$ cat config.mk
export PLATFORM = sky130hd
export DESIGN_NAME = psrc_front
export DESIGN_NICKNAME = d
export VERILOG_FILES = /design/src/rtl/psrc_pkg.sv /design/src/rtl/psrc_front.sv
export SDC_FILE = /design/constraint.sdc
export NUM_CORES = 1
export LEC_CHECK = 0
export ABC_AREA = 1
export BUFFER_PORTS_ARGS = -buffer_cell sky130_fd_sc_hd__buf_2
export CAP_MARGIN = 20
export CORE_AREA = 2 2 58 60
export DETAILED_ROUTE_END_ITERATION = 8
export DIE_AREA = 0 0 60 62
export GPL_ROUTABILITY_DRIVEN = 0
export PLACE_DENSITY = 0.78
export SLEW_MARGIN = 0
export SYNTH_ARGS = -nofsm -noshare
export SYNTH_HDL_FRONTEND = slang
export SYNTH_SLANG_ARGS = --single-unit
$ cat constraint.sdc
create_clock -name vclk -period 0.88
set_input_delay 0.044 -clock vclk [all_inputs]
set_output_delay 0.044 -clock vclk [all_outputs]
set_load 0.02 [all_outputs]
$ cat src/rtl/psrc_pkg.sv
// Shared types and codes of the port-scan reply classifier.
// Holds the request and result structs, the queued work item and the state codes.
// No dependencies.
package psrc_pkg;

	localparam int ENTRY_W     = 6;
	localparam int CODE_W      = 3;
	localparam int KIND_COUNT  = 6;
	localparam int RES_W       = CODE_W * KIND_COUNT;
	localparam int CFG_IDX_W   = 2;
	localparam int CFG_DATA_W  = 7;
	localparam int QUEUE_DEPTH = 2;
	localparam int QPTR_W      = 1;
	localparam int QCNT_W      = 2;

	// commands
	localparam logic [1:0] CMD_LOAD  = 2'd0;
	localparam logic [1:0] CMD_REPLY = 2'd1;
	localparam logic [1:0] CMD_SWEEP = 2'd2;
	localparam logic [1:0] CMD_READ  = 2'd3;

	// reply protocols
	localparam logic [1:0] PROTO_TCP  = 2'd0;
	localparam logic [1:0] PROTO_UDP  = 2'd1;
	localparam logic [1:0] PROTO_ICMP = 2'd2;

	// scan kinds
	localparam logic [2:0] MODE_SYN = 3'd0;
	localparam logic [2:0] MODE_NUL = 3'd1;
	localparam logic [2:0] MODE_ACK = 3'd2;
	localparam logic [2:0] MODE_FIN = 3'd3;
	localparam logic [2:0] MODE_XMS = 3'd4;
	localparam logic [2:0] MODE_UDP = 3'd5;

	// port states
	localparam logic [2:0] ST_NONE   = 3'd0;
	localparam logic [2:0] ST_OPEN   = 3'd1;
	localparam logic [2:0] ST_CLOSED = 3'd2;
	localparam logic [2:0] ST_FILT   = 3'd3;
	localparam logic [2:0] ST_UNF    = 3'd4;
	localparam logic [2:0] ST_OPFI   = 3'd5;

	// ICMP destination unreachable and its codes
	localparam logic [7:0] ICMP_UNREACH = 8'd3;
	localparam logic [7:0] UNR_PORT     = 8'd3;
	localparam logic [7:0] UNR_NET_ADM  = 8'd9;
	localparam logic [7:0] UNR_HOST_ADM = 8'd10;
	localparam logic [7:0] UNR_COMM_ADM = 8'd13;

	// configuration register indexes
	localparam logic [CFG_IDX_W-1:0] REG_SCAN_MODE    = 2'd0;
	localparam logic [CFG_IDX_W-1:0] REG_TARGET_COUNT = 2'd1;

	// work item opcodes
	localparam logic [2:0] OP_LOAD  = 3'd0;
	localparam logic [2:0] OP_MATCH = 3'd1;
	localparam logic [2:0] OP_SWEEP = 3'd2;
	localparam logic [2:0] OP_READ  = 3'd3;
	localparam logic [2:0] OP_NULL  = 3'd4;

	typedef struct packed {
		logic [1:0]         command;
		logic [ENTRY_W-1:0] entry_index;
		logic [31:0]        address;
		logic [15:0]        port;
		logic [1:0]         protocol;
		logic               tcp_syn;
		logic               tcp_ack;
		logic               tcp_rst;
		logic [7:0]         msg_type;
		logic [7:0]         msg_code;
		logic [2:0]         scan_kind;
	} req_t;

	typedef struct packed {
		logic [ENTRY_W-1:0] hit_index;
		logic               matched;
		logic [CODE_W-1:0]  port_state;
	} rsp_t;

	typedef struct packed {
		logic [2:0]         op;
		logic [ENTRY_W-1:0] idx;
		logic [31:0]        address;
		logic [15:0]        port;
		logic [2:0]         kind;
		logic               upd_en;
		logic [CODE_W-1:0]  upd_code;
	} item_t;

endpackage

$ cat src/rtl/psrc_front.sv
// Front end: takes a request and turns it into a queued work item.
// Decides the opcode and, for replies, the state code to apply.
// Depends on psrc_pkg.
module psrc_front #(
	parameter int TABLE_DEPTH = 64
) (
	input  psrc_pkg::req_t  req,
	input  logic            start,
	input  logic            full,
	input  logic [2:0]      scan_mode,
	output logic            push,
	output psrc_pkg::item_t item
);

	logic idx_ok;
	logic unreach;
	logic unreach_code;

	assign push   = start && !full;
	assign idx_ok = int'(req.entry_index) < TABLE_DEPTH;

	assign unreach      = req.msg_type == psrc_pkg::ICMP_UNREACH;
	assign unreach_code = (req.msg_code <= psrc_pkg::UNR_PORT)
		|| (req.msg_code == psrc_pkg::UNR_NET_ADM)
		|| (req.msg_code == psrc_pkg::UNR_HOST_ADM)
		|| (req.msg_code == psrc_pkg::UNR_COMM_ADM);

	always_comb begin
		item          = '0;
		item.idx      = req.entry_index;
		item.address  = req.address;
		item.port     = req.port;
		item.kind     = scan_mode;
		item.upd_en   = 1'b0;
		item.upd_code = psrc_pkg::ST_NONE;
		item.op       = psrc_pkg::OP_NULL;

		case (req.command)
			psrc_pkg::CMD_LOAD: begin
				if (idx_ok) begin
					item.op = psrc_pkg::OP_LOAD;
				end
			end
			psrc_pkg::CMD_REPLY: begin
				if (req.protocol <= psrc_pkg::PROTO_ICMP) begin
					item.op = psrc_pkg::OP_MATCH;
				end
			end
			psrc_pkg::CMD_SWEEP: begin
				if (int'(scan_mode) < psrc_pkg::KIND_COUNT) begin
					item.op = psrc_pkg::OP_SWEEP;
				end
			end
			psrc_pkg::CMD_READ: begin
				if (idx_ok) begin
					item.op = psrc_pkg::OP_READ;
				end
				item.kind = req.scan_kind;
			end
			default: begin
				item.op = psrc_pkg::OP_NULL;
			end
		endcase

		// reply classification under the current scan kind
		if (int'(scan_mode) < psrc_pkg::KIND_COUNT) begin
			case (req.protocol)
				psrc_pkg::PROTO_TCP: begin
					if (scan_mode == psrc_pkg::MODE_SYN) begin
						if (req.tcp_syn) begin
							item.upd_en   = 1'b1;
							item.upd_code = psrc_pkg::ST_OPEN;
						end else if (req.tcp_rst) begin
							item.upd_en   = 1'b1;
							item.upd_code = psrc_pkg::ST_CLOSED;
						end
					end else if (scan_mode == psrc_pkg::MODE_ACK) begin
						if (req.tcp_rst) begin
							item.upd_en   = 1'b1;
							item.upd_code = psrc_pkg::ST_UNF;
						end
					end else if (req.tcp_rst) begin
						item.upd_en   = 1'b1;
						item.upd_code = psrc_pkg::ST_CLOSED;
					end
				end
				psrc_pkg::PROTO_UDP: begin
					item.upd_en   = 1'b1;
					item.upd_code = psrc_pkg::ST_OPEN;
				end
				psrc_pkg::PROTO_ICMP: begin
					if (scan_mode == psrc_pkg::MODE_UDP && unreach
							&& req.msg_code == psrc_pkg::UNR_PORT) begin
						item.upd_en   = 1'b1;
						item.upd_code = psrc_pkg::ST_CLOSED;
					end else if (unreach && unreach_code) begin
						item.upd_en   = 1'b1;
						item.upd_code = psrc_pkg::ST_FILT;
					end
				end
				default: begin
					item.upd_en = 1'b0;
				end
			endcase
		end
	end

endmodule

==> results of run 1 <==
layout make-up:
cell class,count,area share [%]
multi-input cells,55,44.15
repair buffers,47,41.54
well taps,46,8.028
inverters,12,6.283
through the flow:
stage                     util (%)  total power [mW]  setup TNS, ps  instances
after floorplan                  -            0.4862              0        121
after global placement       19.21            0.2633         -129.8        160
after CTS                    21.29            0.3008         -20.91        160
after detailed placement     19.21            0.2663         -185.2        160
final                        22.55            0.3164         -13.78        160
after global routing         22.55            0.3533         -264.5        160
cell usage after synthesis:
master	n	share of area [%]
nand3_1	6	4.3
inv_2	1	0.53
inv_1	11	5.9
buf_4	54	58
nor3_1	1	0.71
mux2_2	1	1.6
nand2_2	2	1.8
a21oi_1	6	4.3
nand2_1	18	9.6
o21ai_0	3	2.1
nor2_1	16	8.5
nor2_4	2	3.2
repair_timing:
action	4_1_cts	5_1_grt
endpoints found under the setup margin	3	5
pin swaps	15	9
resized for setup	16	11
buffers inserted	0	0
cells by family after synthesis:
| kind of cell | count (synthesis) | share of synthesized area, % |
|---|---|---|
| buffers and inverters | 66 | 63.94 |
| AO/OA/AOI/OAI | 9 | 6.394 |
| multiplexers | 1 | 1.598 |
| AND/OR/NAND/NOR | 45 | 28.06 |
per-layer routing:
layer	wire length, microns	track usage [%]
met4	108	5.079
met3	318	3.934
met1	565	8.498
met2	931	15.99
met5	0	0
worst max path at each step:
| stage | from | endpoint | depth (start not counted) |
|---|---|---|---|
| 2_1_floorplan | req[18] | item[3] | 5 |
| 3_3_place_gp | req[18] | item[0] | 9 |
| 3_5_place_dp | req[18] | item[0] | 9 |
| 4_1_cts | req[9] | item[0] | 9 |
| 5_1_grt | req[16] | item[0] | 9 |
| 6_report | req[16] | item[1] | 7 |
power by group through the flow:
stage / logic, mW / registers [mW] / clock network, mW
2_1_floorplan: 0.486 / 0 / 0
3_3_place_gp: 0.263 / 0 / 0
3_5_place_dp: 0.266 / 0 / 0
4_1_cts: 0.301 / 0 / 0
5_1_grt: 0.353 / 0 / 0
6_report: 0.316 / 0 / 0
==> metrics.md, run 1 <==
| Metric | Value |
|---|---|
| Drt wl/cell | around 12 microns |
| Largest net degree at the start of global routing | 6 |
| Tmin final | between 800 and 900 ps |
| Data required, critical path | roughly 840 ps |
| Most frequent CP cell | nor2_4 |
| Type of origin of the critical path | primary input |
| Final hold viol count | 0 |
| Hold Path End | item[22] |
| Number of remaining DRC errors | 0 |
| CTS Hold Bufs | 0 |
| Post-detailed-routing wire length | 1924 microns |
| PnR worst setup slack | -12.58 ps |
| Int Power | around 0.15 mW |
| NetSw | roughly 0.17 mW |
| Max IR drop VDD | about 0.18 mV |
| Vias per cell | about 3.9 |
| Fin crit share | 101.4% |
| 1st-pass router iterations | 3 |
| Critical Path, Cell by Cell | buf_2, nor2_4, nand2_2, nor2_4, nand3_1, a21oi_1, buf_4 |
| CP endpoint kind | output pin |
| Initial core utilization | about 22% |
| Worst min path class | in2out |
| Max Fclk | around 1.1 GHz |
| Clkbuf count | 0 |
| PortBufs | between 40 and 50 |
| Critical path arrival | ~850 ps |
| Dpl hpwl | 1624 microns |
| Row count | 21 |
| GR Overflow Total | 0 |
| Netlist cell types | 12 |
| Hold WS | 88.01 ps |
| Initial antenna violation count | 0 |
| Delay-heaviest family, CP | simple AND/OR/NAND/NOR gates |
| Inserted Diodes | 0 |
| Sequential share of power | 0% |
| Gr usage total | around 8.9% |
| WHS Path Cells | 0 |
| Place WS | -71.68 ps |
| DRT antenna net count | 0 |
| Failing checks | negative setup slack |
| Commonest non-fill, non-tap cell in the layout | buf_2 |
| Share of cells above drive strength 1 | 57.02% |
| Max incr delay on CP | 160 ps |
| Die height | slightly above 60 microns |
| First-pass GRT wire length | 2553 microns |
| Syn Std Cell Area | around 700 sq um |
| RSZ-0062 raised after global routing | yes |
| Synth warn | 0 |
| Leakage | 0.3811 nW |
| Final Setup Violations | 2 |
| Max_slew headroom | ~85% |
| Sequential cell count | 0 |
| Syn_area_per_cell | 5.822 sq um |
| CP bufs+invs | 2 |
| Setup CP Type | in2out |
| Hold path startpoint | req[39] |
| Slew @ Worst Pin | between 200 and 250 ps |
| Clk pwr share | 0% |
| Initial DRC count | 3 |
| Vias in the first global route | between 500 and 600 |
| Chip width | around 60 microns |
| Sequential area share after synthesis | 0% |
| Area Overhead vs Synth | 1.776% |
| FF+latch area | 0 sq um |
| Max-slew violation count | 0 |
| Fin nets | approximately 200 |
| Slowest cell on the critical path | buf_4 |
| Post-synthesis net count | roughly 210 |
| Commonest cells after routing, fill and taps aside | 31 x buf_2, 16 x nand2_1, 11 x inv_1, 10 x nor2_1, 10 x buf_4 |
| Core area | ~3200 sq um |
| # Max-Cap Violations | 0 |
| Net Sw Frac | between 50% and 60% |
| Multi-input combinational cell area | around 320 sq um |
| # fillers | around 380 |
| Synth Instances | 121 |
| Pwr dens | 441.4 nW/um^2 |
| Via total after detailed routing | about 630 |
| Post-route cell area | just over 700 sq um |
| Status | finished with violations |
| Share of total power in combinational logic | 100.0% |
| Top Ports | 150 |
| DP Area | 610.6 sq um |
| Die Area | between 3000 and 4000 sq um |
| Crit path max fanout | 2 |
No activity file was read; power rests on OpenSTA's default activity.
==> inputs of run 2 (changes only) <==
--- a/config.mk
+++ b/config.mk
@@ -13,6 +13,7 @@
 export DIE_AREA = 0 0 60 62
 export GPL_ROUTABILITY_DRIVEN = 0
 export PLACE_DENSITY = 0.78
+export SETUP_SLACK_MARGIN = 0.02
 export SLEW_MARGIN = 0
 export SYNTH_ARGS = -nofsm -noshare
 export SYNTH_HDL_FRONTEND = slang
==> run 2 against run 1 <==
  * The run still ends with negative setup slack left
  * First-iteration DRC count shrank 100%
  * Maximum frequency shrank 2.1%
  * Sequential cell count is the same
==> metrics.md, run 2 (same netlist as run 1, synthesis figures left out) <==
| Metric | Value |
|---|---|
| Status | finished with violations |
| Failing checks | negative setup slack |
| Fin nets | 201 (unchanged) |
| Initial core utilization | 22.16% (unchanged) |
| Hold path startpoint | req[39] |
| Fin crit share | 103.6% (+2.2 points) |
| Data required, critical path | 840 ps (about the same) |
| Delay-heaviest family, CP | simple AND/OR/NAND/NOR gates |
| Critical Path, Cell by Cell | buf_2, nor2_4, nand2_2, nor2_4, nand3_1, a21oi_1, buf_4 |
| Worst Setup SP | req[16] |
| # Max-Cap Violations | 0 (unchanged) |
| Area Overhead vs Synth | 3.552% |
| Max Fclk | 1.097 GHz (-2.1%) |
| Vias in the first global route | 580 (+0.69%) |
| Max-slew violation count | 0 (unchanged) |
| Dpl hpwl | 1624 microns (unchanged) |
| Final Setup Violations | 2 (unchanged) |
| Setup CP Type | in2out |
| First-pass GRT wire length | 2587 microns (+1.3%) |
| Max incr delay on CP | 160 ps (about the same) |
| GR Overflow Total | 0 (unchanged) |
| Vias per cell | 3.913 (+0.16%) |
| Largest net degree at the start of global routing | 6 (unchanged) |
| Leakage | 0.3861 nW (+1.3%) |
| Hold WS | 88.01 ps (-0.001100 ps) |
| Type of origin of the critical path | primary input |
| Initial antenna violation count | 0 (unchanged) |
| Slew @ Worst Pin | 190.6 ps (-38.87 ps) |
| Inserted Diodes | 0 (unchanged) |
| Pwr dens | 445.5 nW/um^2 (+0.95%) |
| Post-detailed-routing wire length | 1962 microns (+2.0%) |
| Final Power | 0.3250 mW (+2.7%) |
| RSZ-0062 raised after global routing | yes |
| DRT antenna net count | 0 (unchanged) |
| Hold Path End | item[22] |
| Number of remaining DRC errors | 0 (unchanged) |
| Commonest non-fill, non-tap cell in the layout | buf_2 |
| Top Ports | 150 (unchanged) |
| Gr usage total | 9.079% (+0.17 points) |
| Drt wl/cell | 12.26 microns (+2.0%) |
| Worst min path class | in2out |
| Chip width | 60 microns (unchanged) |
| Commonest cells after routing, fill and taps aside | 28 x buf_2, 15 x nand2_1, 11 x inv_1, 11 x buf_4, 10 x nor2_1 |
| Max IR drop VDD | 0.1770 mV (-4.2%) |
| PortBufs | 41 (unchanged) |
| CP bufs+invs | 2 (unchanged) |
| WHS Path Cells | 0 (unchanged) |
| Die height | 62 microns (unchanged) |
| Crit path max fanout | 2 (unchanged) |
| Clkbuf count | 0 (unchanged) |
| CP endpoint kind | output pin |
| Row count | 21 (unchanged) |
| Tmin final | 911.7 ps (+19.15 ps) |
| Most frequent CP cell | nor2_4 |
| Final hold viol count | 0 (unchanged) |
| 1st-pass router iterations | 1 (-2) |
| Core area | 3179 sq um (unchanged) |
| Initial DRC count | 0 (-3) |
| Via total after detailed routing | 626 (+0.16%) |
| Multi-input combinational cell area | 314.1 sq um (-0.79%) |
| Sequential cell count | 0 (unchanged) |
| Share of cells above drive strength 1 | 57.02% (unchanged) |
| FF+latch area | 0 sq um (unchanged) |
| Die Area | 3720 sq um (unchanged) |
| Max_slew headroom | 87.21% (+2.7 points) |
| # fillers | 369 (-2.6%) |
| Critical path arrival | 870 ps (+20 ps) |
| PnR worst setup slack | -31.72 ps (-19.15 ps) |
| Slowest cell on the critical path | a21oi_1 |
==> run 2: changes by cell type in the layout (fill, tap and decap cells not counted) <==
cell / previous run / this run
nand3_1: 5 / 6
buf_4: 10 / 11
o21ai_1: 2 / 3
buf_6: 6 / 8
buf_2: 31 / 28
nand2_2: 4 / 5
nand2_1: 16 / 15
nand3_2: 1 / 0
o21ai_0: 1 / 0
==> run 2: report_power, final <==
part	total [mW]	internal (mW)	switching (mW)	leakage, nW
clock network	0	0	0	0
logic	0.325	0.158	0.167	0.386
registers	0	0	0	0
total	0.325	0.158	0.167	0.386
==> run 2: metal layers <==
layer	routed length (microns)	GRT usage, %	vias to the layer above
met5	0	0	-
met1	572	8.498	249
met4	110	5.079	0
met3	316	3.934	20
met2	963	16.61	56
li1	-	-	301
==> run 2: final cells by class <==
cell class / count / area share (%)
multi-input cells: 55 / 43.05
well taps: 46 / 7.890
inverters: 12 / 6.175
repair buffers: 47 / 42.88
==> run 2: repair_timing <==
item	4_1_cts	5_1_grt
pin swaps	19	9
hold buffers	0	0
gates resized for setup	20	11
setup buffers	0	0
setup endpoints to repair	3	6
hold endpoints to repair	0	0
==> run 2: through the flow <==
step	util (%)	setup TNS, ps	cells	cell area (sq um)	setup slack, ps
final	22.94	-46.78	160	729.5	-31.72
after global routing	22.94	-278.2	160	729.5	-110.9
after CTS	21.76	-20.91	160	691.9	-18.60
after detailed placement	19.21	-185.2	160	610.6	-71.68
after global placement	19.21	-129.8	160	610.6	-65.91
after floorplan	-	0	121	708.2	54.73
==> run 2: how the worst max path moves through the flow <==
stage,end,slack [ps],depth (start not counted)
6_report,item[1],-30,7
5_1_grt,item[0],-110,9
4_1_cts,item[0],-20,9
3_5_place_dp,item[0],-70,9
3_3_place_gp,item[0],-70,9
2_1_floorplan,item[3],50,5
==> inputs of run 3 (changes only) <==
--- a/config.mk
+++ b/config.mk
@@ -6,13 +6,15 @@
 export NUM_CORES = 1
 export LEC_CHECK = 0
 export ABC_AREA = 1
-export BUFFER_PORTS_ARGS = -buffer_cell sky130_fd_sc_hd__buf_2
+export BUFFER_PORTS_ARGS = -buffer_cell sky130_fd_sc_hd__buf_4
 export CAP_MARGIN = 20
-export CORE_AREA = 2 2 58 60
+export CELL_PAD_IN_SITES_DETAIL_PLACEMENT = 1
+export CELL_PAD_IN_SITES_GLOBAL_PLACEMENT = 1
+export CORE_MARGIN = 2
+export CORE_UTILIZATION = 14
 export DETAILED_ROUTE_END_ITERATION = 8
-export DIE_AREA = 0 0 60 62
 export GPL_ROUTABILITY_DRIVEN = 0
-export PLACE_DENSITY = 0.78
+export PLACE_DENSITY_LB_ADDON = 0.1
 export SETUP_SLACK_MARGIN = 0.02
 export SLEW_MARGIN = 0
 export SYNTH_ARGS = -nofsm -noshare
==> run 3 against run 2 <==
  * The run still ends with negative setup slack left
  * First-iteration DRC count grew 12
  * Die area grew 51%
  * Clock-buffer cell count is the same
  * Setup slack gained 14 ps
  * Sequential cell count is the same
  * Critical path type unchanged
  * Largest power group unchanged
==> metrics.md, run 3 (same netlist as run 1, synthesis figures left out) <==
| Metric | Value |
|---|---|
| Share of cells above drive strength 1 | 65.52% (+8.5 points) |
| Fin nets | 203 (+1.0%) |
| GR Overflow Total | 0 (unchanged) |
| Worst min path class | in2out |
| Status | finished with violations |
| DP Area | 754.5 sq um (+24%) |
| Int Power | 0.2069 mW (+31%) |
| Hold WS | 88.01 ps (-0.001000 ps) |
| Type of origin of the critical path | primary input |
| Critical Path, Cell by Cell | buf_6, nor2_4, nand2_2, nor2_4, nand3_1, a21oi_2, buf_6 |
| Gr usage total | 6.133% (-2.9 points) |
| Max Fclk | 1.114 GHz (+1.5%) |
| Area Overhead vs Synth | 22.02% |
| Max-slew violation count | 0 (unchanged) |
| Max incr delay on CP | 180 ps (+20 ps) |
| Slew @ Worst Pin | 193.0 ps (+2.343 ps) |
| Share of total power in combinational logic | 100.0% (about the same) |
| Setup CP Type | in2out |
| First-pass GRT wire length | 2808 microns (+8.5%) |
| Slowest cell on the critical path | a21oi_2 |
| NetSw | 0.1804 mW (+8.2%) |
| FF+latch area | 0 sq um (unchanged) |
| Final core occ | 17.96% (-5.0 points) |
| Leakage | 0.4200 nW (+8.8%) |
| Fin crit share | 102.1% (-1.6 points) |
| PnR worst setup slack | -18.06 ps (+13.66 ps) |
| Die height | 74.94 microns (+21%) |
| Largest net degree at the start of global routing | 5 (-1) |
| Pwr dens | 450.7 nW/um^2 (+1.2%) |
| Initial DRC count | 12 (+12) |
| 1st-pass router iterations | 4 (+3) |
| CP endpoint kind | output pin |
| Core area | 4786 sq um (+51%) |
| Place WS | -91.70 ps (-20.02 ps) |
| Final Setup Violations | 2 (unchanged) |
| RSZ-0062 raised after global routing | yes |
| Critical path arrival | 850 ps (-20 ps) |
| Final hold viol count | 0 (unchanged) |
| Top Ports | 150 (unchanged) |
| Data required, critical path | 840 ps (about the same) |
| Via total after detailed routing | 637 (+1.8%) |
| # Max-Cap Violations | 0 (unchanged) |
| Chip width | 74.94 microns (+25%) |
| Commonest non-fill, non-tap cell in the layout | buf_4 |
| Post-route cell area | 859.6 sq um (+18%) |
| Vias per cell | 3.481 (-11%) |
| Post-detailed-routing wire length | 1914 microns (-2.4%) |
| Crit path max fanout | 2 (unchanged) |
| Die Area | 5615 sq um (+51%) |
| Failing checks | negative setup slack |
| Clkbuf count | 0 (unchanged) |
| Initial core utilization | 14.72% (-7.4 points) |
| Drt wl/cell | 10.46 microns (-15%) |
| Sequential share of power | 0% (unchanged) |
| Max_slew headroom | 87.00% (-0.21 points) |
| Tmin final | 898.1 ps (-13.66 ps) |
| Inserted Diodes | 0 (unchanged) |
| Commonest cells after routing, fill and taps aside | 41 x buf_4, 13 x nand2_1, 11 x nor2_1, 8 x inv_1, 8 x buf_6 |
| Net Sw Frac | 46.58% (-4.7 points) |
| Dpl hpwl | 1706 microns (+5.0%) |
| Multi-input combinational cell area | 332.8 sq um (+6.0%) |
| DRT antenna net count | 0 (unchanged) |
| Number of remaining DRC errors | 0 (unchanged) |
| # fillers | 598 (+62%) |
| Initial antenna violation count | 0 (unchanged) |
| Max IR drop VDD | 0.08903 mV (-50%) |
| Post-CTS Setup Bufs | 0 (unchanged) |
| PortBufs | 41 (unchanged) |
| Row count | 25 (+19%) |
| WHS Path Cells | 0 (unchanged) |
| Clk pwr share | 0% (unchanged) |
| Vias in the first global route | 657 (+13%) |
| Sequential cell count | 0 (unchanged) |
-- run 3: changes by cell type in the layout (fill, tap and decap cells not counted), moves of 3 or more --
cell,previous run,this run
o21ai_1,3,0
inv_2,1,4
inv_1,11,8
buf_2,28,0
buf_4,11,41
-- run 3: through the flow --
stage / power [mW] / cells / setup TNS, ps
after floorplan: 0.4862 / 121 / 0
after global placement: 0.3435 / 183 / -236.0
after detailed placement: 0.3429 / 183 / -234.3
after CTS: 0.3656 / 183 / -124.7
after global routing: 0.4217 / 183 / -225.2
final: 0.3874 / 183 / -30.67
-- run 3: final timing paths --
check	start	to
setup / recovery	req[17]	item[3]
hold / removal	req[41]	item[24]
-- run 3: repair_timing --
| item | CTS | global route |
|---|---|---|
| resized for setup | 15 | 17 |
| hold buffers | 0 | 0 |
| pin swaps | 14 | 6 |
| endpoints found under the setup margin | 6 | 4 |
-- run 3: critical path, delay by kind of cell --
| family | cells | cell delay, ps |
|---|---|---|
| buf+inv | 2 | 230 |
| simple gates | 4 | 390 |
| compound gates | 1 | 180 |
-- run 3: cell type report --
type               count  share of cell area, %
inverters             12                  5.240
multi-input cells     55                  38.72
well taps             67                  9.753
repair buffers        49                  46.29
-- run 3: layer usage --
layer | GRT usage [%] | vias up | wire length (microns)
met2 | 10.62 | 45 | 897
met1 | 6.715 | 264 | 697
met5 | 0 | - | 0
li1 | - | 306 | -
met4 | 4.167 | 0 | 102
met3 | 1.205 | 22 | 217
-- run 3: power groups by stage --
stage	sequential, mW	clock, mW	combinational, mW
after floorplan	0	0	0.486
after global placement	0	0	0.344
after detailed placement	0	0	0.343
after CTS	0	0	0.366
after global routing	0	0	0.422
final	0	0	0.387
