## config.mk

```make
export PLATFORM = sky130hd
export DESIGN_NAME = psrc_queue
export DESIGN_NICKNAME = d
export VERILOG_FILES = /design/src/rtl/psrc_pkg.sv /design/src/rtl/psrc_queue.sv
export SDC_FILE = /design/constraint.sdc
export NUM_CORES = 1
export LEC_CHECK = 0
export ABC_AREA = 1
export BUFFER_PORTS_ARGS = -buffer_cell sky130_fd_sc_hd__buf_4
export CAP_MARGIN = 0
export CORE_ASPECT_RATIO = 1.5
export CORE_MARGIN = 2
export CORE_UTILIZATION = 52
export CTS_CLUSTER_SIZE = 8
export DETAILED_ROUTE_END_ITERATION = 12
export PLACE_DENSITY = 0.87
export SETUP_SLACK_MARGIN = 0.3
export SYNTH_ARGS = -nofsm -noshare
export SYNTH_HDL_FRONTEND = slang
export SYNTH_SLANG_ARGS = --single-unit
```

## constraint.sdc

```tcl
create_clock -name clk -period 4.8 [get_ports clk]
set_input_delay 0.72 -clock clk [delete_from_list [all_inputs] [get_ports clk]]
set_output_delay 0.72 -clock clk [all_outputs]
set_load 0.01 [all_outputs]
```

## src/rtl/psrc_pkg.sv

```systemverilog
// Shared types and codes of the port-scan reply classifier.
// Holds the request and result structs, the queued work item and the state codes.
// No dependencies.
package psrc_pkg;

	localparam int ENTRY_W     = 6;
	localparam int CODE_W      = 3;
	localparam int KIND_COUNT  = 6;
	localparam int RES_W       = CODE_W * KIND_COUNT;
	localparam int CFG_IDX_W   = 2;
	localparam int CFG_DATA_W  = 7;
	localparam int QUEUE_DEPTH = 2;
	localparam int QPTR_W      = 1;
	localparam int QCNT_W      = 2;

	// commands
	localparam logic [1:0] CMD_LOAD  = 2'd0;
	localparam logic [1:0] CMD_REPLY = 2'd1;
	localparam logic [1:0] CMD_SWEEP = 2'd2;
	localparam logic [1:0] CMD_READ  = 2'd3;

	// reply protocols
	localparam logic [1:0] PROTO_TCP  = 2'd0;
	localparam logic [1:0] PROTO_UDP  = 2'd1;
	localparam logic [1:0] PROTO_ICMP = 2'd2;

	// scan kinds
	localparam logic [2:0] MODE_SYN = 3'd0;
	localparam logic [2:0] MODE_NUL = 3'd1;
	localparam logic [2:0] MODE_ACK = 3'd2;
	localparam logic [2:0] MODE_FIN = 3'd3;
	localparam logic [2:0] MODE_XMS = 3'd4;
	localparam logic [2:0] MODE_UDP = 3'd5;

	// port states
	localparam logic [2:0] ST_NONE   = 3'd0;
	localparam logic [2:0] ST_OPEN   = 3'd1;
	localparam logic [2:0] ST_CLOSED = 3'd2;
	localparam logic [2:0] ST_FILT   = 3'd3;
	localparam logic [2:0] ST_UNF    = 3'd4;
	localparam logic [2:0] ST_OPFI   = 3'd5;

	// ICMP destination unreachable and its codes
	localparam logic [7:0] ICMP_UNREACH = 8'd3;
	localparam logic [7:0] UNR_PORT     = 8'd3;
	localparam logic [7:0] UNR_NET_ADM  = 8'd9;
	localparam logic [7:0] UNR_HOST_ADM = 8'd10;
	localparam logic [7:0] UNR_COMM_ADM = 8'd13;

	// configuration register indexes
	localparam logic [CFG_IDX_W-1:0] REG_SCAN_MODE    = 2'd0;
	localparam logic [CFG_IDX_W-1:0] REG_TARGET_COUNT = 2'd1;

	// work item opcodes
	localparam logic [2:0] OP_LOAD  = 3'd0;
	localparam logic [2:0] OP_MATCH = 3'd1;
	localparam logic [2:0] OP_SWEEP = 3'd2;
	localparam logic [2:0] OP_READ  = 3'd3;
	localparam logic [2:0] OP_NULL  = 3'd4;

	typedef struct packed {
		logic [1:0]         command;
		logic [ENTRY_W-1:0] entry_index;
		logic [31:0]        address;
		logic [15:0]        port;
		logic [1:0]         protocol;
		logic               tcp_syn;
		logic               tcp_ack;
		logic               tcp_rst;
		logic [7:0]         msg_type;
		logic [7:0]         msg_code;
		logic [2:0]         scan_kind;
	} req_t;

	typedef struct packed {
		logic [ENTRY_W-1:0] hit_index;
		logic               matched;
		logic [CODE_W-1:0]  port_state;
	} rsp_t;

	typedef struct packed {
		logic [2:0]         op;
		logic [ENTRY_W-1:0] idx;
		logic [31:0]        address;
		logic [15:0]        port;
		logic [2:0]         kind;
		logic               upd_en;
		logic [CODE_W-1:0]  upd_code;
	} item_t;

endpackage

```

## src/rtl/psrc_queue.sv

```systemverilog
// Short FIFO of work items between the front end and the table engine.
// Depends on psrc_pkg.
module psrc_queue (
	input  logic            clk,
	input  logic            arst_n,
	input  logic            push,
	input  psrc_pkg::item_t item_in,
	input  logic            pop,
	output logic            full,
	output logic            item_valid,
	output psrc_pkg::item_t item_out
);

	psrc_pkg::item_t             slot_q [psrc_pkg::QUEUE_DEPTH];
	logic [psrc_pkg::QPTR_W-1:0] wr_ptr_q;
	logic [psrc_pkg::QPTR_W-1:0] rd_ptr_q;
	logic [psrc_pkg::QCNT_W-1:0] count_q;

	assign full       = count_q == psrc_pkg::QCNT_W'(psrc_pkg::QUEUE_DEPTH);
	assign item_valid = count_q != '0;
	assign item_out   = slot_q[rd_ptr_q];

	always_ff @(posedge clk) begin
		if (push) begin
			slot_q[wr_ptr_q] <= item_in;
		end
	end

	always_ff @(posedge clk or negedge arst_n) begin
		if (!arst_n) begin
			wr_ptr_q <= '0;
			rd_ptr_q <= '0;
			count_q  <= '0;
		end else begin
			if (push) begin
				wr_ptr_q <= wr_ptr_q + 1'b1;
			end
			if (pop) begin
				rd_ptr_q <= rd_ptr_q + 1'b1;
			end
			case ({push, pop})
				2'b10:   count_q <= count_q + 1'b1;
				2'b01:   count_q <= count_q - 1'b1;
				default: count_q <= count_q;
			endcase
		end
	end

endmodule

```

==> results of run 1 <==
==> final timing paths <==
check,to,slack (ns),cells after the start,start
min reg2reg,count_q[1]$_DFFE_PN0P_,0.47,2,count_q[1]$_DFFE_PN0P_
min in group clk,count_q[1]$_DFFE_PN0P_,0.47,2,count_q[1]$_DFFE_PN0P_
max in group asynchronous,rd_ptr_q$_DFFE_PN0P_,4.59,1,arst_n
max,item_out[44],1.98,2,rd_ptr_q$_DFFE_PN0P_
max reg2reg,slot_q[0][16]$_DFFE_PP_,2.76,2,wr_ptr_q$_DFFE_PN0P_
min,wr_ptr_q$_DFFE_PN0P_,0.1,1,arst_n
==> cells in the mapped netlist <==
cell,instances
nand4_1,1
o21ai_0,48
clkbuf_1,1
buf_6,11
nand3_1,1
buf_4,2
o21ai_1,16
xnor2_1,1
nand2_1,70
xor2_1,2
nor2_1,2
inv_1,70
ha_1,1
dfrtp_1,4
edfxtp_1,128
==> state kept, by name (all words and copies together), names as in the netlist <==
name      cells
rd_ptr_q      1
wr_ptr_q      1
count_q       2
slot_q      128
==> worst max-delay path: stages (launching register included) <==
cell and delay [ns]:
dfrtp_4 1.14, o21ai_0 0.30, buf_4 0.22
==> through the flow <==
stage / hold slack, ns / area [µm²] / instances / utilization / power [mW]
5_1_grt: 0.07346 / 6636 / 623 / 0.7130 / 4.317
3_3_place_gp: 0.4531 / 6012 / 591 / 0.6459 / 2.762
2_1_floorplan: 0.4244 / 4990 / 358 / - / 2.300
3_5_place_dp: 0.4591 / 6012 / 591 / 0.6459 / 2.812
4_1_cts: 0.07710 / 6636 / 623 / 0.7130 / 4.142
6_report: 0.09829 / 6636 / 623 / 0.7130 / 4.094
==> cell type report <==
| type | count | area share |
|---|---|---|
| sequential | 132 | 0.5948 |
| timing repair buffer | 135 | 0.1527 |
| multi-input combinational | 142 | 0.09766 |
| clock buffer | 24 | 0.07560 |
| inverter | 70 | 0.03959 |
| tap | 112 | 0.02112 |
| clock inverter | 8 | 0.01848 |
==> per-layer routing <==
metal | global-route usage | vias up | share of wire
met5 | 0 | - | 0
met4 | 0.09677 | 0 | 0.021
met3 | 0.08416 | 14 | 0.065
met2 | 0.3395 | 107 | 0.56
met1 | 0.1901 | 1385 | 0.36
li1 | - | 1485 | -
==> kinds of logic after synthesis <==
group,after synthesis,share of synthesized area
flip-flops,132,0.7904
AND/OR/NAND/NOR,74,0.05642
adder cells (fa/ha/maj),1,0.002507
XOR/XNOR,3,0.005267
AO/OA/AOI/OAI,64,0.06419
buffers and inverters,84,0.08124
==> where the power goes <==
part | internal (mW) | switching, mW
clock | 0.883 | 0.435
combinational | 0.495 | 0.552
sequential | 1.53 | 0.194
==> key figures, run 1 <==
Outcome
  – Status: completed

STA
  – Fmax: around 0.35 GHz
  – Tcrit/Tclk final: 0.5880
  – TNS Setup: 0 ns
  – Setup-failing EPs final: 0
  – Post-Route Skew: 0.008160 ns
  – Setup ws final: between 1.5 and 2 ns
  – Worst slew margin: 0.2722
  – Final hold violations: 0
  – Tightest Pin Transition: 1.092 ns
  – Pins Over Slew Limit: 0
  – RSZ-0062 raised after global routing: false
  – Minimum clock period: ~2.8 ns

Layout
  – Nets@finish: 567
  – Fillcell total: approximately 610
  – Layout cells sized above 1: 0.3288
  – Most common cell after layout, fill and taps aside: buf_4
  – Reg area: ~0.0039 mm²
  – Area of the multi-input gates: approximately 650 µm²
  – Inserted Diodes: 0
  – Most frequent cells in the layout: buf_4 (135), edfxtp_1 (128), nand2_1 (70)
  – Area Growth Syn to Fin: 33.00%

CTS
  – CTS-repair resized insts: 0
  – Maximum level of the CTS H-tree: 4
  – Post-CTS Hold Fix Bufs: 0
  – Insertion delay of the later-clocked pin in the worst-skew pair: approximately 0.41 ns
  – Max clock buf depth: 2
  – CTS Root Cell: clkbuf_16
  – TritonCTS Sinks: ~130
  – Number of CTS-inserted buffers: 17
  – Clk slew on worst S/H paths: around 0.050 ns
  – Postcts setup bufs: 0
  – CTS tree: yes

Power and ir drop
  – Power Density: 616.9 mW/mm²
  – Pleak: approximately 2.8 nW
  – IR drop worst, VDD: about 0.64 mV

Placement
  – IO Port Bufs: around 130
  – Placer congestion estimate: between 0.7 and 0.8
  – Placement Setup Slack: ~2.3 ns
  – Post-DP HPWL: a little over 6 mm

Global route
  – First-pass GRT wire length: roughly 15 mm
  – Largest net degree at the start of global routing: 130
  – Grt ovf: 0
  – Initial antenna violation count: 0
  – Total Routing Usage GR: 0.1914
  – Vias in the first global route: around 3100

Synthesis
  – Synth cell types: 15
  – Area leader, netlist: edfxtp_1
  – Syn_area_per_cell: 13.94 µm²
  – Yosys top cell area share: 0.7703
  – Synth top area cells: edfxtp_1 (77%), inv_1 (5.3%), nand2_1 (5.3%), o21ai_0 (4.8%), buf_6 (2.5%)
  – Synthesized area: 0.004990 mm²
  – Sequential element share of the synthesized area: 0.7904
  – Post-Synthesis Cells: about 360
  – Syn. warnings: 0
  – Number of synthesized register bits: roughly 130
  – Net count after synthesis: between 400 and 500

Min path
  – Hold WC Path Type: in -> async

Worst setup path
  – CP startpoint kind: flop
  – Worst setup EP type: output pin
  – Crit path kind: reg -> out
  – Critical Path RT: between 4 and 5 ns
  – Crit path max fanout: approximately 130
  – Crit path DAT: about 2.1 ns

Die
  – DIE WIDTH: between 80 and 90 µm
  – Initial Util: 0.5361
  – Io pins: roughly 130
  – Rows: 43
  – Die height: approximately 120 µm
  – Die Area: approximately 0.010 mm²
  – Core area: about 0.0093 mm²

Routing
  – Vias: approximately 3000
  – Routed Antenna Nets: 0
  – DR iter-0 viols: ~220
  – 1st-pass router iterations: 5
  – # DRC: 0
  – Avg WL per Cell: around 15 µm
  – Vias per cell: roughly 4.8
  – Final WL: 9.408 mm

Flow run
  – Max Cap Viol: 0
Note: power is estimated with default switching activity, not from simulation.
==> run 2: changes to the inputs <==
--- a/config.mk
+++ b/config.mk
@@ -10,10 +10,10 @@
 export CAP_MARGIN = 0
 export CORE_ASPECT_RATIO = 1.5
 export CORE_MARGIN = 2
-export CORE_UTILIZATION = 52
+export CORE_UTILIZATION = 47
 export CTS_CLUSTER_SIZE = 8
 export DETAILED_ROUTE_END_ITERATION = 12
-export PLACE_DENSITY = 0.87
+export PLACE_DENSITY = 0.83
 export SETUP_SLACK_MARGIN = 0.3
 export SYNTH_ARGS = -nofsm -noshare
 export SYNTH_HDL_FRONTEND = slang
==> constraint.sdc (replaced) <==
create_clock -name clk -period 2.4 [get_ports clk]
set_input_delay 0.36 -clock clk [delete_from_list [all_inputs] [get_ports clk]]
set_output_delay 0.36 -clock clk [all_outputs]
set_load 0.01 [all_outputs]
==> run 2 against run 1 <==
Die area rose by 10%; setup slack got worse by 1.6 ns; final area rose by 1.4%; clock skew fell by 0.0041 ns; cell count rose by 6.3%; first-iteration DRC count rose by 7.4%; global-route usage fell by 1.9 points; critical path depth rose by 1; register-to-register slack got worse by 1.7 ns; largest cell class unchanged; largest power group unchanged.
==> key figures, run 2 (synthesized netlist as in run 1, its figures left out) <==
Outcome
  – Status: completed

Die
  – Die Area: 0.01147 mm² (+10%)
  – Rows: 46 (+7.0%)
  – DIE WIDTH: 88.13 µm (+4.9%)
  – Initial Util: 0.4763 (-0.05974)
  – Die height: 130.2 µm (+5.0%)
  – Core area: 0.01048 mm² (+13%)
  – Io pins: 134 (unchanged)

STA
  – Worst slew margin: 0.6888 (+0.4166)
  – Fmax: 0.4972 GHz
  – Tightest Pin Transition: 0.4668 ns (-0.6249 ns)
  – Final hold violations: 0 (unchanged)
  – Minimum clock period: slightly above 2 ns
  – Setup-failing EPs final: 0 (unchanged)
  – RSZ-0062 raised after global routing: false
  – Pins Over Slew Limit: 0 (unchanged)
  – Tcrit/Tclk final: 0.8380
  – Post-Route Skew: 0.004017 ns (-0.004143 ns)
  – TNS Setup: 0 ns (unchanged)

Layout
  – Top reg by flops: slot_q
  – Final core occ: 0.6425 (-0.07050)
  – Most frequent cells in the layout: buf_4 (138), edfxtp_1 (128), nand2_1 (70)
  – Most common cell after layout, fill and taps aside: buf_4
  – Fillcell total: 763 (+25%)
  – Top Registers: slot_q x128, count_q x2
  – Max reg flops: 128 (unchanged)
  – Area of the multi-input gates: 648.1 µm² (unchanged)
  – Reg area: 0.003948 mm² (unchanged)
  – Final instance area: 0.006730 mm² (+1.4%)
  – Layout cells sized above 1: 0.3282 (-0.0005818)
  – Area Growth Syn to Fin: 34.88%
  – Nets@finish: 574 (+1.2%)
  – Inserted Diodes: 0 (unchanged)

Routing
  – # DRC: 0 (unchanged)
  – 1st-pass router iterations: 4 (-1)
  – Routed Antenna Nets: 0 (unchanged)
  – Avg WL per Cell: 14.52 µm (-3.8%)
  – Vias per cell: 4.607 (-4.0%)
  – Vias: 3050 (+2.0%)
  – DR iter-0 viols: 232 (+7.4%)
  – Final WL: 9.614 mm (+2.2%)

Global route
  – Largest net degree at the start of global routing: 50 (-62%)
  – Initial antenna violation count: 0 (unchanged)
  – Total Routing Usage GR: 0.1727 (-0.01869)
  – Grt ovf: 0 (unchanged)
  – Vias in the first global route: 3132 (-0.51%)
  – First-pass GRT wire length: 14.46 mm (-0.33%)

CTS
  – Maximum level of the CTS H-tree: 4 (unchanged)
  – Max clock buf depth: 2 (unchanged)
  – Number of CTS-inserted buffers: 17 (unchanged)
  – Insertion delay of the later-clocked pin in the worst-skew pair: 0.40 ns (about the same)
  – CTS tree: yes
  – Clk slew on worst S/H paths: 0.06 ns (about the same)
  – TritonCTS Sinks: 132 (unchanged)
  – CTS Root Cell: clkbuf_16

Worst setup path
  – Crit path max fanout: 31 (-76%)
  – Slowest-stage cell, CP: dfrtp_4
  – CP startpoint kind: flop
  – Crit path DAT: 1.65 ns (-0.45 ns)
  – Critical R2R Capture: slot_q[1][29]$_DFFE_PP_
  – R2r worst-path depth: 3 (+1)
  – Crit path kind: reg -> out
  – FF-to-FF setup slack: 1.06 ns (-1.70 ns)
  – Reg-to-reg startpoint: wr_ptr_q$_DFFE_PN0P_
  – Critical Path RT: 2.04 ns (-2.04 ns)
  – CP Cell Sequence: buf_6 > o21ai_0 > buf_4
  – Critical Path Max Stage Delay: 0.58 ns (-0.56 ns)
  – Worst setup EP type: output pin

Power and ir drop
  – Pleak: 2.874 nW (+1.2%)
  – Clock power share: 0.311 (-0.011)
  – Power Density: 1232 mW/mm² (+100%)
  – Switching share of power: 0.2916 (+0.003076)
  – Comb power frac: 0.297 (+0.041)
  – Seq pwr share: 0.391 (-0.031)
  – Switch Pwr: 2.417 mW (+100%)
  – Cell-internal power: 5.874 mW (+100%)
  – IR drop worst, VDD: 0.8026 mV (+25%)

Min path
  – Min-Delay Startpoint: item_in[60]
  – Worst Hold Depth: 1
  – Worst hold endpoint: slot_q[1][60]$_DFFE_PP_
  – Hold WC Path Type: in -> reg

Flow run
  – Max Cap Viol: 0 (unchanged)

Placement
  – Post-DP HPWL: 6.331 mm (+3.9%)
  – IO Port Bufs: 133 (unchanged)
  – Post-DP Area: 0.006095 mm² (+1.4%)
  – Placer congestion estimate: 0.8011 (+9.7%)
==> run 2: layer usage <==
metal | vias up | wire length, µm | GRT usage | part of all wire
met3 | 29 | 533 | 0.04934 | 0.055
met4 | 0 | 305 | 0.1007 | 0.032
met1 | 1411 | 3440 | 0.1814 | 0.36
met2 | 113 | 5335 | 0.3035 | 0.55
met5 | - | 0 | 0 | 0
li1 | 1497 | - | - | -
==> run 2: layout make-up <==
cell class | count | share of cell area
Inverter | 70 | 0.03904
Clock inverter | 11 | 0.02361
Sequential cell | 132 | 0.5865
Timing Repair Buffer | 142 | 0.1623
Multi-Input combinational cell | 142 | 0.09630
Clock buffer | 21 | 0.06544
Tap cell | 144 | 0.02677
==> run 2: power by group through the flow <==
| stage | Clock, mW | Combinational (mW) | Sequential (mW) |
|---|---|---|---|
| finish | 2.58 | 2.46 | 3.24 |
| global route | 2.73 | 2.70 | 3.28 |
| CTS | 2.63 | 2.49 | 3.25 |
| detailed placement | 0 | 2.34 | 3.35 |
| global placement | 0 | 2.25 | 3.33 |
| floorplan | 0 | 1.37 | 3.22 |
==> run 2: critical path, delay by kind of cell, from the launching register on <==
family / cells / cell delay (ns)
DFF: 1 / 0.58
buffers and inverters: 2 / 0.41
AOI/OAI and AO/OA: 1 / 0.26
==> run 2: timing repair <==
item                                   in CTS  in global routing
endpoints found under the hold margin       4                  0
setup endpoints to repair                  23                  3
hold buffers                                1                  0
gates resized for setup                     0                  1
buffers inserted                            2                  0
==> run 2: through the flow <==
step / hold slack, ns / worst slack, ns / instances / total power, mW
floorplan: 0.06441 / 0.2686 / 358 / 4.590
global placement: 0.1634 / 0.6970 / 627 / 5.578
detailed placement: 0.1645 / 0.5862 / 627 / 5.693
CTS: 0.1224 / 0.3277 / 662 / 8.370
global route: 0.1202 / 0.3354 / 662 / 8.717
finish: 0.1398 / 0.3888 / 662 / 8.291
==> run 2: worst max path at each step <==
stage                                    start                      to  slack, ns  cells after the start
final                     rd_ptr_q$_DFFE_PN0P_            item_out[55]       0.39                      3
after floorplan           wr_ptr_q$_DFFE_PN0P_  slot_q[1][0]$_DFFE_PP_       0.27                      2
after global routing      rd_ptr_q$_DFFE_PN0P_            item_out[48]       0.34                      3
after CTS                 rd_ptr_q$_DFFE_PN0P_            item_out[48]       0.33                      4
after detailed placement  rd_ptr_q$_DFFE_PN0P_             item_out[9]       0.59                      4
after global placement    rd_ptr_q$_DFFE_PN0P_            item_out[41]       0.70                      3
==> run 3: changes to the inputs <==
==> constraint.sdc (replaced) <==
create_clock -name clk -period 1.8 [get_ports clk]
set_input_delay 0.27 -clock clk [delete_from_list [all_inputs] [get_ports clk]]
set_output_delay 0.27 -clock clk [all_outputs]
set_load 0.01 [all_outputs]
==> run 3 against run 2 <==
Final area is 0.67% higher; clock-buffer cell count is 4 lower; worst hold slack worse by 0.095 ns; routed wire length is 0.37% lower; critical endpoint is now item_out[43]; clock power is 20% higher; largest cell class unchanged.
==> key figures, run 3 (synthesized netlist as in run 1, its figures left out) <==
Outcome
  – Status: completed

Worst setup path
  – Crit path kind: reg -> out
  – Crit path DAT: 1.49 ns (-0.16 ns)
  – Reg-to-reg startpoint: wr_ptr_q$_DFFE_PN0P_
  – CP startpoint kind: flop
  – Critical Path Max Stage Delay: 0.54 ns (-0.04 ns)
  – Crit path max fanout: 45 (+45%)
  – Critical Path RT: 1.53 ns (-0.51 ns)
  – CP startpoint: rd_ptr_q$_DFFE_PN0P_
  – Worst setup EP type: output pin
  – Slowest-stage cell, CP: dfrtp_4
  – CP Cell Sequence: buf_12 > o21ai_1 > buf_4

Global route
  – Total Routing Usage GR: 0.1715 (-0.001159)
  – Grt ovf: 0 (unchanged)
  – First-pass GRT wire length: 14.46 mm (about the same)
  – Vias in the first global route: 3121 (-0.35%)
  – Initial antenna violation count: 0 (unchanged)
  – Largest net degree at the start of global routing: 46 (-8.0%)

Power and ir drop
  – Power Density: 1615 mW/mm² (+31%)
  – Pleak: 2.876 nW (about the same)
  – IR drop worst, VDD: 1.016 mV (+27%)

Layout
  – Most frequent cells in the layout: buf_4 (139), edfxtp_1 (128), inv_1 (69), nand2_1 (69), o21ai_1 (43)
  – Area Growth Syn to Fin: 35.78%
  – Reg area: 0.003948 mm² (unchanged)
  – Final core occ: 0.6468 (+0.004300)
  – Top Registers: slot_q x128, count_q x2
  – Inserted Diodes: 0 (unchanged)
  – Most common cell after layout, fill and taps aside: buf_4
  – Nets@finish: 577 (+0.52%)
  – Layout cells sized above 1: 0.3673 (+0.03912)
  – Max reg flops: 128 (unchanged)
  – Area of the multi-input gates: 695.7 µm² (+7.3%)
  – Fillcell total: 781 (+2.4%)
  – Top reg by flops: slot_q
  – Fin cells: 664 (+0.30%)

Die
  – Io pins: 134 (unchanged)
  – Rows: 46 (unchanged)
  – Die height: 130.2 µm (unchanged)
  – Initial Util: 0.4763 (unchanged)
  – Die Area: 0.01147 mm² (unchanged)
  – DIE WIDTH: 88.13 µm (unchanged)
  – Core area: 0.01048 mm² (unchanged)

STA
  – RSZ-0062 raised after global routing: true
  – Worst slew margin: 0.7190 (+0.03018)
  – Final hold violations: 0 (unchanged)
  – Tcrit/Tclk final: 0.9785
  – Fmax: 0.5678 GHz
  – Pins Over Slew Limit: 0 (unchanged)
  – Minimum clock period: 1.761 ns
  – Tightest Pin Transition: 0.4215 ns (-0.04528 ns)
  – Setup-failing EPs final: 0 (unchanged)
  – Post-Route Skew: 0.008838 ns (+0.004822 ns)

CTS
  – Max clock buf depth: 2 (unchanged)
  – TritonCTS Sinks: 132 (unchanged)
  – Number of CTS-inserted buffers: 17 (unchanged)
  – Maximum level of the CTS H-tree: 4 (unchanged)
  – Insertion delay of the later-clocked pin in the worst-skew pair: 0.41 ns (about the same)
  – CTS tree: yes
  – CTS Root Cell: clkbuf_16
  – Clk slew on worst S/H paths: 0.06 ns (about the same)

Routing
  – Routed Antenna Nets: 0 (unchanged)
  – # DRC: 0 (unchanged)
  – Avg WL per Cell: 14.42 µm (-0.67%)
  – DR iter-0 viols: 160 (-31%)
  – 1st-pass router iterations: 6 (+2)
  – Vias: 3062 (+0.39%)
  – Final WL: 9.578 mm (-0.37%)
  – Vias per cell: 4.611 (about the same)

Flow run
  – Max Cap Viol: 0 (unchanged)

Min path
  – Min-Delay Startpoint: pop
  – Hold WC Path Type: in -> reg

Placement
  – Placed cell count: 629 (+0.32%)
  – Post-DP HPWL: 6.344 mm (+0.20%)
  – IO Port Bufs: 133 (unchanged)
  – Placer congestion estimate: 0.6997 (-13%)
## run 3: cell types whose count changed in the layout (fill, tap and decap cells not counted), moves of 4 or more
cell	change
o21ai_1	+27
o21ai_0	-39
clkbuf_1	-4
clkinvlp_4	+5
o21ai_2	+12
## run 3: metrics by stage
step | instance area (µm²) | hold WS (ns) | TNS [ns] | power [mW] | worst slack, ns
2_1_floorplan | 5004 | -0.02559 | -0.3367 | 6.120 | -0.005261
3_3_place_gp | 6153 | 0.06913 | 0 | 7.566 | 0.3638
3_5_place_dp | 6153 | 0.07301 | 0 | 7.683 | 0.3247
4_1_cts | 6745 | 0.03217 | 0 | 10.94 | 0.03126
5_1_grt | 6775 | 0.03377 | -0.08633 | 11.54 | -0.02342
6_report | 6775 | 0.04470 | 0 | 10.94 | 0.03868
## run 3: layout make-up
cell class	instances	area share
Clock buffer	17	0.06279
Clock inverter	14	0.01699
Inverter	70	0.03934
Multi-Input combinational cell	142	0.1027
Sequential cell	132	0.5826
Tap cell	144	0.02659
Timing Repair Buffer	145	0.1690
## run 3: critical path, delay by kind of cell (launching register included)
family                 cells  cell delay, ns
AOI/OAI and AO/OA          1            0.18
DFF                        1            0.54
buffers and inverters      2            0.35
## run 3: path summary, 6_finish.rpt
kind	end	slack (ns)	cells past startpoint
max in group asynchronous	rd_ptr_q$_DFFE_PN0P_	1.48	2
min in group asynchronous	count_q[1]$_DFFE_PN0P_	0.20	2
max	item_out[43]	0.04	3
max reg2reg	slot_q[0][12]$_DFFE_PP_	0.47	2
min	rd_ptr_q$_DFFE_PN0P_	0.04	2
min reg2reg	count_q[1]$_DFFE_PN0P_	0.50	2
## run 3: timing repair
item                       CTS  global route
hold endpoints to repair     4             0
setup endpoints to repair   64            64
setup buffers                3             0
hold buffers                 1             0
gates cloned                 0             0
pin swaps                    0             0
gates resized for setup     31            22
## run 3: report_power, final
| group | internal, mW | leakage (nW) | total (mW) | switching, mW |
|---|---|---|---|---|
| Clock | 1.87 | 0.256 | 3.10 | 1.22 |
| Sequential | 4.09 | 1.25 | 4.29 | 0.203 |
| Combinational | 1.60 | 1.37 | 3.55 | 1.95 |
## run 3: per-layer routing
layer / vias up / part of all wire / global-route usage
met5: - / 0 / 0
met4: 0 / 0.022 / 0.08824
met3: 21 / 0.055 / 0.04681
met2: 98 / 0.55 / 0.3048
met1: 1439 / 0.38 / 0.1842
li1: 1504 / - / -
